[src/design/osmd_pkg.sv]
// Shared types and constants for the obstacle-stop motor drive core.
// Used by the front, queue, back and top-level modules; depends on nothing.
`default_nettype none

package osmd_pkg;

   // Speed limits in percent.
   localparam logic signed [7:0] SPEED_MAX = 8'sd100;
   localparam logic signed [7:0] SPEED_MIN = -8'sd100;
   localparam logic signed [7:0] SPEED_ZERO = 8'sd0;

   // Configuration register indexes.
   localparam logic [2:0] REG_DETECT_DISTANCE = 3'd0;
   localparam logic [2:0] REG_CLEAR_DISTANCE = 3'd1;
   localparam logic [2:0] REG_BRAKE_HOLD_MS = 3'd2;
   localparam logic [2:0] REG_REPORT_STEP = 3'd3;
   localparam logic [2:0] REG_CONFIRM_MS = 3'd4;
   localparam logic [2:0] REG_BRAKE_PAUSE_MS = 3'd5;

   // Configuration reset values.
   localparam logic [8:0] RST_DETECT_DISTANCE = 9'd160;
   localparam logic [8:0] RST_CLEAR_DISTANCE = 9'd176;
   localparam logic [9:0] RST_BRAKE_HOLD_MS = 10'd200;
   localparam logic [8:0] RST_REPORT_STEP = 9'd16;
   localparam logic [15:0] RST_CONFIRM_MS = 16'd100;
   localparam logic [15:0] RST_BRAKE_PAUSE_MS = 16'd1000;

   // Most results one tick can cause.
   localparam int unsigned MAX_ENTRIES = 3;

   // Result kinds.
   typedef enum logic [1:0] {
      KIND_SPEED  = 2'd0,
      KIND_DIST   = 2'd1,
      KIND_DETECT = 2'd2,
      KIND_CLEAR  = 2'd3
   } kind_type;

   // One result of a tick, before the drive levels are worked out.
   typedef struct packed {
      kind_type          kind;
      logic signed [7:0] speed;
      logic              hold;
   } entry_type;

   // Everything the back part needs to emit the results of one tick.
   typedef struct packed {
      entry_type [MAX_ENTRIES-1:0] entries;
      logic [1:0]                  count;
      logic signed [7:0]           target;
      logic [9:0]                  hold_ms;
      logic [8:0]                  distance;
      logic [15:0]                 near_time;
   } plan_type;

   function automatic entry_type make_entry(input kind_type kind,
                                            input logic signed [7:0] speed,
                                            input logic hold);
      entry_type e;
      e.kind = kind;
      e.speed = speed;
      e.hold = hold;
      return e;
   endfunction

endpackage

`default_nettype wire

[src/design/osmd_front.sv]
// Front part: configuration registers, controller state and tick classification.
// Turns each accepted tick into a plan of up to three results; uses osmd_pkg.
`default_nettype none

module osmd_front
   import osmd_pkg::*;
(
   input  wire logic              clock,
   input  wire logic              reset,
   input  wire logic              accept,
   input  wire logic [9:0]        delta_ms,
   input  wire logic [8:0]        distance,
   input  wire logic signed [7:0] target_speed,
   input  wire logic              csr_write_en,
   input  wire logic [2:0]        csr_index,
   input  wire logic [15:0]       csr_wdata,
   output logic                   plan_push,
   output plan_type               plan
);

   logic [8:0]  detect_ff, clear_ff, step_ff;
   logic [9:0]  brake_hold_ff;
   logic [15:0] confirm_ff, pause_ff;

   logic signed [7:0] speed_ff, speed_in;
   logic              held_ff, held_in;
   logic [15:0]       accum_ff, accum_in;
   logic [8:0]        rep_ff, rep_in;
   logic [15:0]       since_ff, since_in;

   logic signed [7:0] tgt;
   logic [16:0]       since_wide, accum_wide;
   logic [15:0]       since_sum, accum_sum;
   logic [8:0]        thr, diff;
   logic              near, rep_hit;
   logic [1:0]        cnt;

   // Configuration writes; unknown indexes are dropped.
   always_ff @(posedge clock) begin
      if (reset) begin
         detect_ff <= RST_DETECT_DISTANCE;
         clear_ff <= RST_CLEAR_DISTANCE;
         brake_hold_ff <= RST_BRAKE_HOLD_MS;
         step_ff <= RST_REPORT_STEP;
         confirm_ff <= RST_CONFIRM_MS;
         pause_ff <= RST_BRAKE_PAUSE_MS;
      end else if (csr_write_en) begin
         unique case (csr_index)
            REG_DETECT_DISTANCE: detect_ff <= csr_wdata[8:0];
            REG_CLEAR_DISTANCE:  clear_ff <= csr_wdata[8:0];
            REG_BRAKE_HOLD_MS:   brake_hold_ff <= csr_wdata[9:0];
            REG_REPORT_STEP:     step_ff <= csr_wdata[8:0];
            REG_CONFIRM_MS:      confirm_ff <= csr_wdata;
            REG_BRAKE_PAUSE_MS:  pause_ff <= csr_wdata;
            default: ;
         endcase
      end
   end

   // Clamp the target and form the saturating timer sums.
   always_comb begin
      if (target_speed > SPEED_MAX) begin
         tgt = SPEED_MAX;
      end else if (target_speed < SPEED_MIN) begin
         tgt = SPEED_MIN;
      end else begin
         tgt = target_speed;
      end
      since_wide = {1'b0, since_ff} + 17'(delta_ms);
      since_sum = since_wide[16] ? 16'hFFFF : since_wide[15:0];
      accum_wide = {1'b0, accum_ff} + 17'(delta_ms);
      accum_sum = accum_wide[16] ? 16'hFFFF : accum_wide[15:0];
      thr = held_ff ? clear_ff : detect_ff;
      near = distance < thr;
      diff = (distance >= rep_ff) ? distance - rep_ff : rep_ff - distance;
      rep_hit = held_ff && (diff >= step_ff);
   end

   // Classify the tick: next state and the list of results it causes.
   always_comb begin
      speed_in = speed_ff;
      held_in = held_ff;
      accum_in = accum_ff;
      rep_in = rep_ff;
      since_in = since_sum;
      cnt = 2'd0;
      plan = '0;
      plan.target = tgt;
      plan.hold_ms = brake_hold_ff;
      plan.distance = distance;

      if (held_ff) begin
         // Obstacle held: report moves, then check whether it has gone.
         if (rep_hit) begin
            plan.entries[cnt] = make_entry(KIND_DIST, speed_ff, 1'b0);
            cnt = cnt + 2'd1;
            rep_in = distance;
         end
         if (near) begin
            accum_in = accum_sum;
         end else begin
            if (speed_ff != tgt) begin
               plan.entries[cnt] = make_entry(KIND_SPEED, tgt, 1'b0);
               cnt = cnt + 2'd1;
            end
            plan.entries[cnt] = make_entry(KIND_CLEAR, tgt, 1'b0);
            cnt = cnt + 2'd1;
            plan.near_time = accum_ff;
            held_in = 1'b0;
            accum_in = '0;
            speed_in = tgt;
         end
      end else begin
         // Clear: build up near time, declare the obstacle once confirmed.
         if (near) begin
            accum_in = accum_sum;
         end
         if (near && (accum_sum >= confirm_ff)) begin
            held_in = 1'b1;
            if (speed_ff > SPEED_ZERO) begin
               since_in = '0;
               speed_in = SPEED_ZERO;
               if (since_sum >= pause_ff) begin
                  plan.entries[cnt] = make_entry(KIND_SPEED, SPEED_MIN, 1'b1);
                  cnt = cnt + 2'd1;
               end
               plan.entries[cnt] = make_entry(KIND_SPEED, SPEED_ZERO, 1'b0);
               cnt = cnt + 2'd1;
            end
            plan.entries[cnt] = make_entry(KIND_DETECT, speed_in, 1'b0);
            cnt = cnt + 2'd1;
         end else if (speed_ff != tgt) begin
            plan.entries[cnt] = make_entry(KIND_SPEED, tgt, 1'b0);
            cnt = cnt + 2'd1;
            speed_in = tgt;
         end
      end
      plan.count = cnt;
   end

   assign plan_push = accept && (cnt != 2'd0);

   // Controller state advances on every accepted tick.
   always_ff @(posedge clock) begin
      if (reset) begin
         speed_ff <= SPEED_ZERO;
         held_ff <= 1'b0;
         accum_ff <= '0;
         rep_ff <= '0;
         since_ff <= '0;
      end else if (accept) begin
         speed_ff <= speed_in;
         held_ff <= held_in;
         accum_ff <= accum_in;
         rep_ff <= rep_in;
         since_ff <= since_in;
      end
   end

endmodule

`default_nettype wire

[src/design/osmd_queue.sv]
// Short queue of tick plans between the front and back parts.
// Register-based ring buffer; uses plan_type from osmd_pkg.
`default_nettype none

module osmd_queue
   import osmd_pkg::*;
#(
   parameter int unsigned DEPTH = 4
) (
   input  wire logic     clock,
   input  wire logic     reset,
   input  wire logic     push,
   input  wire plan_type push_plan,
   output logic          full,
   input  wire logic     pop,
   output logic          not_empty,
   output plan_type      head_plan
);

   localparam int unsigned PtrW = $clog2(DEPTH);
   localparam int unsigned CntW = $clog2(DEPTH + 1);
   localparam logic [PtrW-1:0] LastPtr = PtrW'(DEPTH - 1);

   plan_type           store_ff [DEPTH];
   logic [PtrW-1:0]    wr_ff, wr_in, rd_ff, rd_in;
   logic [CntW-1:0]    count_ff, count_in;
   logic               do_push, do_pop;

   assign full = (count_ff == CntW'(DEPTH));
   assign not_empty = (count_ff != '0);
   assign head_plan = store_ff[rd_ff];
   assign do_push = push && !full;
   assign do_pop = pop && not_empty;

   // Pointer and fill count updates.
   always_comb begin
      wr_in = wr_ff;
      rd_in = rd_ff;
      count_in = count_ff;
      if (do_push) begin
         wr_in = (wr_ff == LastPtr) ? '0 : wr_ff + PtrW'(1);
      end
      if (do_pop) begin
         rd_in = (rd_ff == LastPtr) ? '0 : rd_ff + PtrW'(1);
      end
      if (do_push && !do_pop) begin
         count_in = count_ff + CntW'(1);
      end else if (do_pop && !do_push) begin
         count_in = count_ff - CntW'(1);
      end
   end

   always_ff @(posedge clock) begin
      if (reset) begin
         wr_ff <= '0;
         rd_ff <= '0;
         count_ff <= '0;
      end else begin
         wr_ff <= wr_in;
         rd_ff <= rd_in;
         count_ff <= count_in;
      end
   end

   // Plan storage.
   always_ff @(posedge clock) begin
      if (do_push) begin
         store_ff[wr_ff] <= push_plan;
      end
   end

endmodule

`default_nettype wire

[src/design/osmd_back.sv]
// Back part: walks the head plan into the output register one result per cycle
// while it is empty or popped; PWM levels from a constant table; uses osmd_pkg.
`default_nettype none

module osmd_back
   import osmd_pkg::*;
#(
   parameter int unsigned DRIVE_MAX = 1023
) (
   input  wire logic         clock,
   input  wire logic         reset,
   input  wire logic         plan_valid,
   input  wire plan_type     plan,
   output logic              plan_pop,
   input  wire logic         rsp_pop,
   output logic              rsp_empty,
   output kind_type          rsp_kind,
   output logic signed [7:0] rsp_motor_speed,
   output logic signed [7:0] rsp_target_echo,
   output logic [9:0]        rsp_drive_a,
   output logic [9:0]        rsp_drive_b,
   output logic [9:0]        rsp_hold_ms,
   output logic [8:0]        rsp_event_distance,
   output logic [15:0]       rsp_near_time,
   output logic              rsp_last
);

   localparam int unsigned MagW = 7;
   localparam int unsigned MagCount = 1 << MagW;
   localparam logic [9:0] DriveFull = 10'(DRIVE_MAX);

   // Drive level left on the active pin for each speed magnitude.
   logic [9:0] pwm_tab [MagCount];
   for (genvar g = 0; g < MagCount; g++) begin : g_pwm
      localparam int unsigned Lvl = (g * DRIVE_MAX) / 100;
      assign pwm_tab[g] = 10'(DRIVE_MAX - Lvl);
   end

   logic [1:0]        idx_ff, idx_in;
   logic              valid_ff;
   logic              load, is_last;
   entry_type         ent;
   logic [MagW-1:0]   mag;
   logic signed [7:0] neg_speed;

   kind_type          kind_ff;
   logic signed [7:0] speed_ff, target_ff;
   logic [9:0]        drive_a_ff, drive_b_ff, hold_ff;
   logic [8:0]        dist_ff;
   logic [15:0]       ntime_ff;
   logic              last_ff;

   assign load = plan_valid && (!valid_ff || rsp_pop);
   assign ent = plan.entries[idx_ff];
   assign is_last = (idx_ff + 2'd1 == plan.count);
   assign plan_pop = load && is_last;
   assign idx_in = is_last ? 2'd0 : idx_ff + 2'd1;
   assign neg_speed = -ent.speed;
   assign mag = (ent.speed < SPEED_ZERO) ? neg_speed[MagW-1:0] : ent.speed[MagW-1:0];

   // Output handshake and position within the head plan.
   always_ff @(posedge clock) begin
      if (reset) begin
         valid_ff <= 1'b0;
         idx_ff <= '0;
      end else if (load) begin
         valid_ff <= 1'b1;
         idx_ff <= idx_in;
      end else if (rsp_pop) begin
         valid_ff <= 1'b0;
      end
   end

   // Result payload.
   always_ff @(posedge clock) begin
      if (load) begin
         kind_ff <= ent.kind;
         speed_ff <= ent.speed;
         target_ff <= plan.target;
         drive_a_ff <= (ent.speed < SPEED_ZERO) ? pwm_tab[mag] : DriveFull;
         drive_b_ff <= (ent.speed > SPEED_ZERO) ? pwm_tab[mag] : DriveFull;
         hold_ff <= ent.hold ? plan.hold_ms : '0;
         dist_ff <= (ent.kind == KIND_DIST || ent.kind == KIND_DETECT) ? plan.distance : '0;
         ntime_ff <= (ent.kind == KIND_CLEAR) ? plan.near_time : '0;
         last_ff <= is_last;
      end
   end

   assign rsp_empty = !valid_ff;
   assign rsp_kind = kind_ff;
   assign rsp_motor_speed = speed_ff;
   assign rsp_target_echo = target_ff;
   assign rsp_drive_a = drive_a_ff;
   assign rsp_drive_b = drive_b_ff;
   assign rsp_hold_ms = hold_ff;
   assign rsp_event_distance = dist_ff;
   assign rsp_near_time = ntime_ff;
   assign rsp_last = last_ff;

endmodule

`default_nettype wire

[src/design/obstacle_stop_motor_drive_core.sv]
// Obstacle-stop motor drive core: top level joining front, plan queue and back.
// Depends on osmd_pkg, osmd_front, osmd_queue and osmd_back.
`default_nettype none

// Each pushed item is one control tick. The front stage classifies it in the
// cycle it is accepted and stores a plan of one to three results in a
// QUEUE_DEPTH-entry queue; a tick that changes nothing stores nothing. A new
// tick is taken every cycle while the queue has room. The back stage emits one
// result per cycle while results are popped, and the first result of a tick
// passes through the queue storage and the output register before it appears
// on the result ports. The output register lets the front keep accepting
// while a result waits to be popped. rsp_last marks the final result of each
// tick.
module obstacle_stop_motor_drive_core
   import osmd_pkg::*;
#(
   parameter int unsigned DRIVE_MAX = 1023,
   parameter int unsigned QUEUE_DEPTH = 4
) (
   input  wire logic              clock,
   input  wire logic              reset,
   input  wire logic              req_push,
   output logic                   req_full,
   input  wire logic [9:0]        req_delta_ms,
   input  wire logic [8:0]        req_distance,
   input  wire logic signed [7:0] req_target_speed,
   output logic                   rsp_empty,
   input  wire logic              rsp_pop,
   output logic [1:0]             rsp_kind,
   output logic signed [7:0]      rsp_motor_speed,
   output logic signed [7:0]      rsp_target_echo,
   output logic [9:0]             rsp_drive_a,
   output logic [9:0]             rsp_drive_b,
   output logic [9:0]             rsp_hold_ms,
   output logic [8:0]             rsp_event_distance,
   output logic [15:0]            rsp_near_time,
   output logic                   rsp_last,
   input  wire logic              csr_write_en,
   input  wire logic [2:0]        csr_index,
   input  wire logic [15:0]       csr_wdata
);

   logic     accept;
   logic     plan_push, plan_pop, plan_valid;
   plan_type front_plan, head_plan;
   kind_type kind;

   assign accept = req_push && !req_full;
   assign rsp_kind = kind;

   // Classification of incoming ticks.
   osmd_front u_front (
      .clock        (clock),
      .reset        (reset),
      .accept       (accept),
      .delta_ms     (req_delta_ms),
      .distance     (req_distance),
      .target_speed (req_target_speed),
      .csr_write_en (csr_write_en),
      .csr_index    (csr_index),
      .csr_wdata    (csr_wdata),
      .plan_push    (plan_push),
      .plan         (front_plan)
   );

   // Plans waiting for the back stage.
   osmd_queue #(
      .DEPTH (QUEUE_DEPTH)
   ) u_queue (
      .clock     (clock),
      .reset     (reset),
      .push      (plan_push),
      .push_plan (front_plan),
      .full      (req_full),
      .pop       (plan_pop),
      .not_empty (plan_valid),
      .head_plan (head_plan)
   );

   // Result emission.
   osmd_back #(
      .DRIVE_MAX (DRIVE_MAX)
   ) u_back (
      .clock              (clock),
      .reset              (reset),
      .plan_valid         (plan_valid),
      .plan               (head_plan),
      .plan_pop           (plan_pop),
      .rsp_pop            (rsp_pop),
      .rsp_empty          (rsp_empty),
      .rsp_kind           (kind),
      .rsp_motor_speed    (rsp_motor_speed),
      .rsp_target_echo    (rsp_target_echo),
      .rsp_drive_a        (rsp_drive_a),
      .rsp_drive_b        (rsp_drive_b),
      .rsp_hold_ms        (rsp_hold_ms),
      .rsp_event_distance (rsp_event_distance),
      .rsp_near_time      (rsp_near_time),
      .rsp_last           (rsp_last)
   );

`ifndef SYNTHESIS
   // Only the full-reverse brake result carries a hold time.
   a_hold_on_brake: assert property (@(posedge clock) disable iff (reset)
      (!rsp_empty && rsp_hold_ms != 10'd0) |->
         (rsp_motor_speed == SPEED_MIN && kind == KIND_SPEED))
      else $error("hold time on a result that is not a reverse brake");

   // A stopped motor drives both pins to the same level.
   a_stop_levels: assert property (@(posedge clock) disable iff (reset)
      (!rsp_empty && rsp_motor_speed == SPEED_ZERO) |-> (rsp_drive_a == rsp_drive_b))
      else $error("unequal drive levels at zero speed");

   // A clear result carries neither a distance nor a hold time.
   a_clear_fields: assert property (@(posedge clock) disable iff (reset)
      (!rsp_empty && kind == KIND_CLEAR) |->
         (rsp_event_distance == 9'd0 && rsp_hold_ms == 10'd0))
      else $error("clear result with distance or hold time");
`endif

endmodule

`default_nettype wire

[config.mk]
export PLATFORM = sky130hd
export DESIGN_NAME = obstacle_stop_motor_drive_core
export DESIGN_NICKNAME = d
export VERILOG_FILES = /design/src/design/osmd_pkg.sv /design/src/design/osmd_front.sv /design/src/design/osmd_queue.sv /design/src/design/osmd_back.sv /design/src/design/obstacle_stop_motor_drive_core.sv
export SDC_FILE = /design/constraint.sdc
export NUM_CORES = 1
export LEC_CHECK = 0
export CAP_MARGIN = 0
export CELL_PAD_IN_SITES_DETAIL_PLACEMENT = 1
export CELL_PAD_IN_SITES_GLOBAL_PLACEMENT = 2
export CORE_MARGIN = 5
export CORE_UTILIZATION = 40
export CTS_CLUSTER_DIAMETER = 40
export DETAILED_ROUTE_END_ITERATION = 7
export DONT_BUFFER_PORTS = 1
export PLACE_DENSITY_LB_ADDON = 0.1
export SLEW_MARGIN = 30
export SYNTH_ARGS = -nofsm -noshare
export SYNTH_HDL_FRONTEND = slang
export SYNTH_HIERARCHICAL = 1
export SYNTH_SLANG_ARGS = --single-unit
[constraint.sdc]
create_clock -name clock -period 8.7 [get_ports clock]
set_input_delay 1.305 -clock clock [delete_from_list [all_inputs] [get_ports clock]]
set_output_delay 1.305 -clock clock [all_outputs]
set_load 0.01 [all_outputs]
==> results.md, run 1 <==
- Initial antenna violation count: 2
- Drt wl/cell: around 24 um
- Post-synth top area share: 0.447
- Root Driver: clkbuf_16
- Primary FF master, synth: edfxtp_1
- Detailed-route DRC error count: 0
- Fin. max-slew vios: 0
- Combinational fraction of design power: 0.441
- Hold Crit Class: reg2reg
- Share of cells above drive strength 1: 0.154
- Vias after detailed routing: ~17000
- Relative slew slack: 0.325
- Area Overhead vs Synth: 14.9%
- Pwr dens: about 440 mW/mm^2
- Worst slew pin tran: just over 1 ns
- Max incr delay on CP: about 0.51 ns
- Synth Area in Compound Gates: 0.126
- Warnings from Yosys: 6
- Final hold violations: 0
- Buffers & Inverters on Critical Path: 2
- Area leader, netlist: edfxtp_1
- Tcrit/Tclk final: 0.836
- Post-Synth Adder-Cell Area: 0.0575
- Postcts setup bufs: 0
- Io pins: approximately 130
- Reg clk slew, reported paths: about 0.05 ns
- Most frequent cells in the layout: edfxtp_1, nand2_1, a21oi_1
- Cell Area, Placed: between 0.02 and 0.03 mm^2
- Synth area leaders: edfxtp_1, dfxtp_1, mux4_2
- Die Span X: roughly 260 um
- Clock Power Share: 0.276
- Post-synth ARST share: 0
- Reg power frac: 0.283
- CTS tree: built
- Worst clock skew: 0.0283 ns
- Rows: a little over 90
- First DRT Iteration DRCs: around 1200
- Clk Latency, worst-skew pair: ~0.65 ns
- Synth Area in Simple Gates: 0.124
- CP endpoint kind: flip-flop
- Synth cell types: around 110
- Max Freq: around 0.14 GHz
- Remaining antenna violation count: 0
- Post-CTS Hold Buffers: 0
- Status: finished, final reports clean
- XOR/XNOR Fraction of Synth Area: 0.0142
- First-pass GRT wire length: roughly 110 mm
- Resized Gates After CTS: 0
- Mux cell area share after synthesis: 0.0863
- Critical Path RT: roughly 9.3 ns
- Most common cell after layout, fill and taps aside: edfxtp_1
- Post-layout util: 0.463
- Chip Height: ~260 um
- Final setup vio count: 0
- Die area: around 0.070 mm^2
- Max Root-Sink Buffers: 3
- Top delay family on crit path: simple AND/OR/NAND/NOR gates
- Antenna diodes: 0
- CP Class: in2reg
- Startpoint type of the worst setup path: primary input
- Drt via density: between 5 and 6
- CTS Buf Count: slightly above 90
- Core Area: roughly 0.064 mm^2
- Post-synthesis sequential area ratio: 0.549
- TNS Setup: 0 ns
- CP max FO: 15
- Internal power: 7.62 mW
- CP max stage cell: nor2_1
- Max Cap Viol: 0
- Number of nets in the layout: approximately 2300
- Final Critical Period: between 7 and 8 ns
- Largest net degree at the start of global routing: between 100 and 150
- Leakage: about 11 nW
- Critical path arrival: 7.85 ns
- Main combinational cell family by area after synthesis: compound AO/OA/AOI/OAI gates
- Gp weighted congestion: between 0.8 and 0.9
- Post-DP HPWL: slightly below 50 mm
- NetSw: 5.47 mW
- Final Non-Filler Cells: about 3100
- Syn Std Cell Area: roughly 0.026 mm^2
- RSZ-0062 raised after global routing: no
- CTS Sinks: about 520
- Design area: just under 0.03 mm^2
- EDFF count, synth: 386
- Initial Utilization: 0.403
- Vias in the first global route: approximately 18000
- FF+latch count, synth: 517
- Synth Instances: 2155
- H-tree depth: 3
- Worst vdd ir: 0.323 mV
- Dpl cells: 2911
- Drt first pass iters: 5
- Global route overflow: 0
- Total Routed Length: 73.5 mm
- Switching share of total power: 0.418
- Port Buffers: 0
- Post-synthesis area per instance: around 12 um^2
- Total track usage: 0.207
final timing paths:
path                             from                   to  slack, ns  depth (start not counted)
setup / recovery      req_delta_ms[0]  u_queue/count_ff[2]       1.43                         27
hold / removal     u_front/step_ff[6]   u_front/step_ff[6]       0.45                          2
setup reg to reg  u_front/accum_ff[0]  u_queue/count_ff[2]       1.77                         27
hold reg to reg    u_front/step_ff[6]   u_front/step_ff[6]       0.45                          2
metal layers:
metal / part of all wire / vias to the layer above / track usage
li1: - / 8050 / -
met1: 0.45 / 8858 / 0.278
met2: 0.48 / 328 / 0.342
met3: 0.050 / 101 / 0.0434
met4: 0.020 / 0 / 0.0564
met5: 0 / - / 0
synth_stat cells, types with 16 or more instances:
cell      number
inv_1        101
o21ai_0       65
a211oi_1      16
nand2_1      266
buf_4         22
nor3_1        27
nand3b_1      21
a31oi_1       21
and2_1        41
o211ai_1      17
ha_1         111
nand3_1       51
nand2b_1      19
xnor2_1       25
mux4_2        78
and3_1        32
mux2i_1       38
edfxtp_1     386
a21oi_1      155
nor2_1       107
o21a_1        20
clkbuf_1      64
buf_2         25
dfxtp_1      131
power groups by stage:
stage	clock, mW	sequential (mW)	combinational, mW
after detailed placement	0	3.77	5.74
after floorplan	0	3.64	4.18
after global routing	3.85	3.75	6.28
after CTS	3.71	3.72	5.77
final	3.62	3.70	5.77
after global placement	0	3.74	5.66
logic make-up (layout without fill, tap and decap cells):
logic type,count (synthesis),count (layout)
AND/OR/NAND/NOR,658,658
flip-flops,517,517
AO/OA/AOI/OAI,462,462
buffers and inverters,236,310
multiplexers,124,124
adder cells (fa/ha/maj),116,116
XOR/XNOR,41,41
other,1,2
through the flow:
| step | hold WS [ns] | setup slack (ns) | power [mW] |
|---|---|---|---|
| 3_5_place_dp | 0.450 | 0.630 | 9.50 |
| 5_1_grt | 0.473 | 0.881 | 13.9 |
| 3_3_place_gp | 0.443 | 0.774 | 9.40 |
| 6_report | 0.454 | 1.43 | 13.1 |
| 4_1_cts | 0.457 | 1.30 | 13.2 |
| 2_1_floorplan | 0.436 | 0.937 | 7.82 |
state kept, by name, indices dropped and copies added, names as in the netlist, 16 cells and up, named ones only:
name / flops
u_back/rsp_near_time: 16
u_front/accum_ff: 16
u_front/confirm_ff: 16
u_front/pause_ff: 16
u_front/since_ff: 16
u_queue/store_ff: 312
layout make-up:
type,count,area (um^2)
timing repair buffer,25,250
clock inverter,62,744
inverter,111,424
clock buffer,112,2430
sequential,517,14200
fill,6647,34600
tap,855,1070
multi-input combinational,1403,10600
tightest hold or removal path: stages, from the launching register on:
cell and delay, ns:
dfxtp_1 0.30, nand2_1 0.05, a21oi_1 0.05
Power figures use the tool's default switching activity.
==> inputs of run 2 (changes only) <==
Clock period 8.7 ns to 6.8 ns, I/O delays scaled along.
==> run 2 against run 1 <==
  * Power rose by 30%
  * Non-clock buffer count rose by 37
  * Count of clock-buffer cells in the layout shrank 20
  * Combinational power increased by 31%
  * Critical path depth rose by 3
  * Utilization up 0.68 points
  * First-iteration DRC count fell by 15%
  * Via count increased by 0.91%
  * Final cell count is 1.1% higher
  * Sequential power rose by 27%
  * Critical endpoint unchanged
  * Largest cell class unchanged
  * Highest routed layer unchanged
==> results.md, run 2 (synthesis results as in run 1) <==
- Status: finished, final reports clean
- Max incr delay on CP: 0.37 ns (-0.14 ns)
- Port Buffers: 0 (unchanged)
- Share of cells above drive strength 1: 0.175 (+0.0203)
- Clk Latency, worst-skew pair: 0.64 ns (about the same)
- Largest register FFs: 312 (unchanged)
- Global route overflow: 0 (unchanged)
- Root Driver: clkbuf_16
- Reg2Reg Depth: 29 (+7.4%)
- Fin. max-slew vios: 0 (unchanged)
- Gp weighted congestion: 0.837 (+2.1%)
- Max Root-Sink Buffers: 3 (unchanged)
- Most frequent cells in the layout: edfxtp_1, nand2_1, a21oi_1
- First-pass GRT wire length: 115 mm (+0.92%)
- Total Routed Length: 73.9 mm (+0.53%)
- Relative slew slack: 0.337 (+0.0124)
- Largest net degree at the start of global routing: 123 (unchanged)
- Critical path launch point: req_distance[1]
- Met2 Wirelength: 35.9 mm (+1.7%)
- H-tree depth: 3 (unchanged)
- Dpl cells: 2948 (+1.3%)
- Detailed-route DRC error count: 0 (unchanged)
- TNS Setup: 0 ns (unchanged)
- Critical Path RT: 7.36 ns (-1.92 ns)
- Number of nets in the layout: 2352 (+1.5%)
- WL met3: 4.42 mm (+21%)
- Max Cap Viol: 0 (unchanged)
- Most used cell, CP: ha_1
- Startpoint type of the worst setup path: primary input
- Largest Register: u_queue/store_ff
- CTS Sinks: 517 (unchanged)
- Combinational fraction of design power: 0.444 (+0.003)
- CP max stage cell: o21ai_1
- NetSw: 7.10 mW (+30%)
- First DRT Iteration DRCs: 1022 (-15%)
- R2r endpoint: u_queue/count_ff[2]
- R2r setup slk: 0.54 ns (-1.23 ns)
- CTS tree: built
- Drt via density: 5.61 (-0.19%)
- Critical path arrival: 6.90 ns (-0.95 ns)
- Origin of the critical flop-to-flop path: u_front/rep_ff[1]
- CP endpoint kind: flip-flop
- Max Freq: around 0.16 GHz
- Worst clock skew: 0.0358 ns (+0.00749 ns)
- Vias in the first global route: 18500 (+0.70%)
- CP Class: in2reg
- Core Area: 0.0643 mm^2 (unchanged)
- Drt first pass iters: 5 (unchanged)
- Most common cell after layout, fill and taps aside: edfxtp_1
- Initial Utilization: 0.403 (unchanged)
- Postcts setup bufs: 0 (unchanged)
- Pwr dens: 562 mW/mm^2 (+28%)
- Post-DP HPWL: 50.5 mm (+2.8%)
- Switching share of total power: 0.418 (about the same)
- Internal power: 9.89 mW (+30%)
- Critical path endpoint: u_queue/count_ff[2]
- Leakage: 10.8 nW (+2.1%)
- Drt wl/cell: 23.7 um (-0.57%)
- Remaining antenna violation count: 0 (unchanged)
- CTS Buf Count: 90 (-2.2%)
- Final hold slack: 0.452 ns (-0.00193 ns)
- CP max FO: 9 (-6)
- Uppermost layer routed: met4
- Chip Height: 264 um (unchanged)
- RSZ-0062 raised after global routing: no
- Clock Power Share: 0.279 (+0.003)
- Die area: 0.0700 mm^2 (unchanged)
- Resized Gates After CTS: 0 (unchanged)
- Io pins: 127 (unchanged)
- Die Span X: 264 um (unchanged)
- Hold Crit Class: reg2reg
- Reg clk slew, reported paths: 0.06 ns (about the same)
- Final Critical Period: approximately 6.3 ns
- Vias after detailed routing: 17500 (+0.91%)
- Final setup vio count: 0 (unchanged)
- Worst vdd ir: 0.414 mV (+28%)
- Total track usage: 0.209 (+0.00200)
- Initial antenna violation count: 0 (-2)
- Tcrit/Tclk final: 0.933
- Final Non-Filler Cells: 3119 (+1.1%)
- Area Overhead vs Synth: 16.6%
- Post-CTS Hold Buffers: 0 (unchanged)
- Met1 Routed Length: 32.2 mm (-2.7%)
- Reg power frac: 0.277 (-0.006)
- Final hold violations: 0 (unchanged)
- Rows: 93 (unchanged)
- Worst slew pin tran: 0.994 ns (-0.0167 ns)
==> run 2: per-layer routing <==
layer / up-vias / GRT usage
li1: 8151 / -
met1: 8879 / 0.276
met2: 372 / 0.349
met3: 92 / 0.0493
met4: 0 / 0.0520
met5: - / 0
==> run 2: area by class of cell <==
| class | instances | area [um^2] |
|---|---|---|
| fill | 6654 | 34200 |
| sequential | 517 | 14200 |
| multi-input combinational | 1403 | 10600 |
| clock buffer | 92 | 2270 |
| tap | 855 | 1070 |
| clock inverter | 78 | 975 |
| timing repair buffer | 62 | 619 |
| inverter | 111 | 424 |
| antenna | 1 | 2.50 |
==> run 2: worst min path at each step <==
| stage | startpoint | endpoint | slack (ns) | cells past startpoint |
|---|---|---|---|---|
| final | u_front/detect_ff[0] | u_front/detect_ff[0] | 0.45 | 2 |
| after global routing | req_distance[0] | u_queue/store_ff[0][16] | 0.44 | 0 |
| after CTS | reset | flip-flop | 0.44 | 1 |
| after detailed placement | u_front/detect_ff[0] | u_front/detect_ff[0] | 0.45 | 2 |
| after global placement | u_front/detect_ff[6] | u_front/detect_ff[6] | 0.44 | 2 |
| after floorplan | u_front/since_ff[0] | u_front/since_ff[0] | 0.44 | 2 |
==> run 2: power groups by stage <==
| stage | sequential [mW] | combinational [mW] | clock (mW) |
|---|---|---|---|
| finish | 4.71 | 7.54 | 4.74 |
| global route | 4.77 | 8.19 | 5.03 |
| detailed placement | 4.79 | 7.49 | 0 |
| CTS | 4.73 | 7.53 | 4.85 |
| global placement | 4.76 | 7.39 | 0 |
| floorplan | 4.64 | 5.35 | 0 |
==> run 2: worst max-delay path, delay by kind of cell <==
| family | cells | cell delay, ns |
|---|---|---|
| and+or+nand+nor | 8 | 1.27 |
| xor gates and xnor gates | 2 | 0.28 |
| adders and majority gates | 5 | 1.41 |
| buffers and inverters | 6 | 0.70 |
| AOI/OAI and AO/OA | 8 | 1.95 |
| muxes | 1 | 0.25 |
==> run 2: through the flow <==
| stage | area, um^2 | total power [mW] | util | worst slack (ns) |
|---|---|---|---|---|
| 2_1_floorplan | 25900 | 9.99 | - | 0.199 |
| 3_3_place_gp | 26900 | 12.1 | 0.419 | -0.107 |
| 3_5_place_dp | 26900 | 12.3 | 0.419 | -0.239 |
| 4_1_cts | 30200 | 17.1 | 0.469 | 0.412 |
| 5_1_grt | 30200 | 18.0 | 0.469 | 0.00554 |
| 6_report | 30200 | 17.0 | 0.469 | 0.456 |
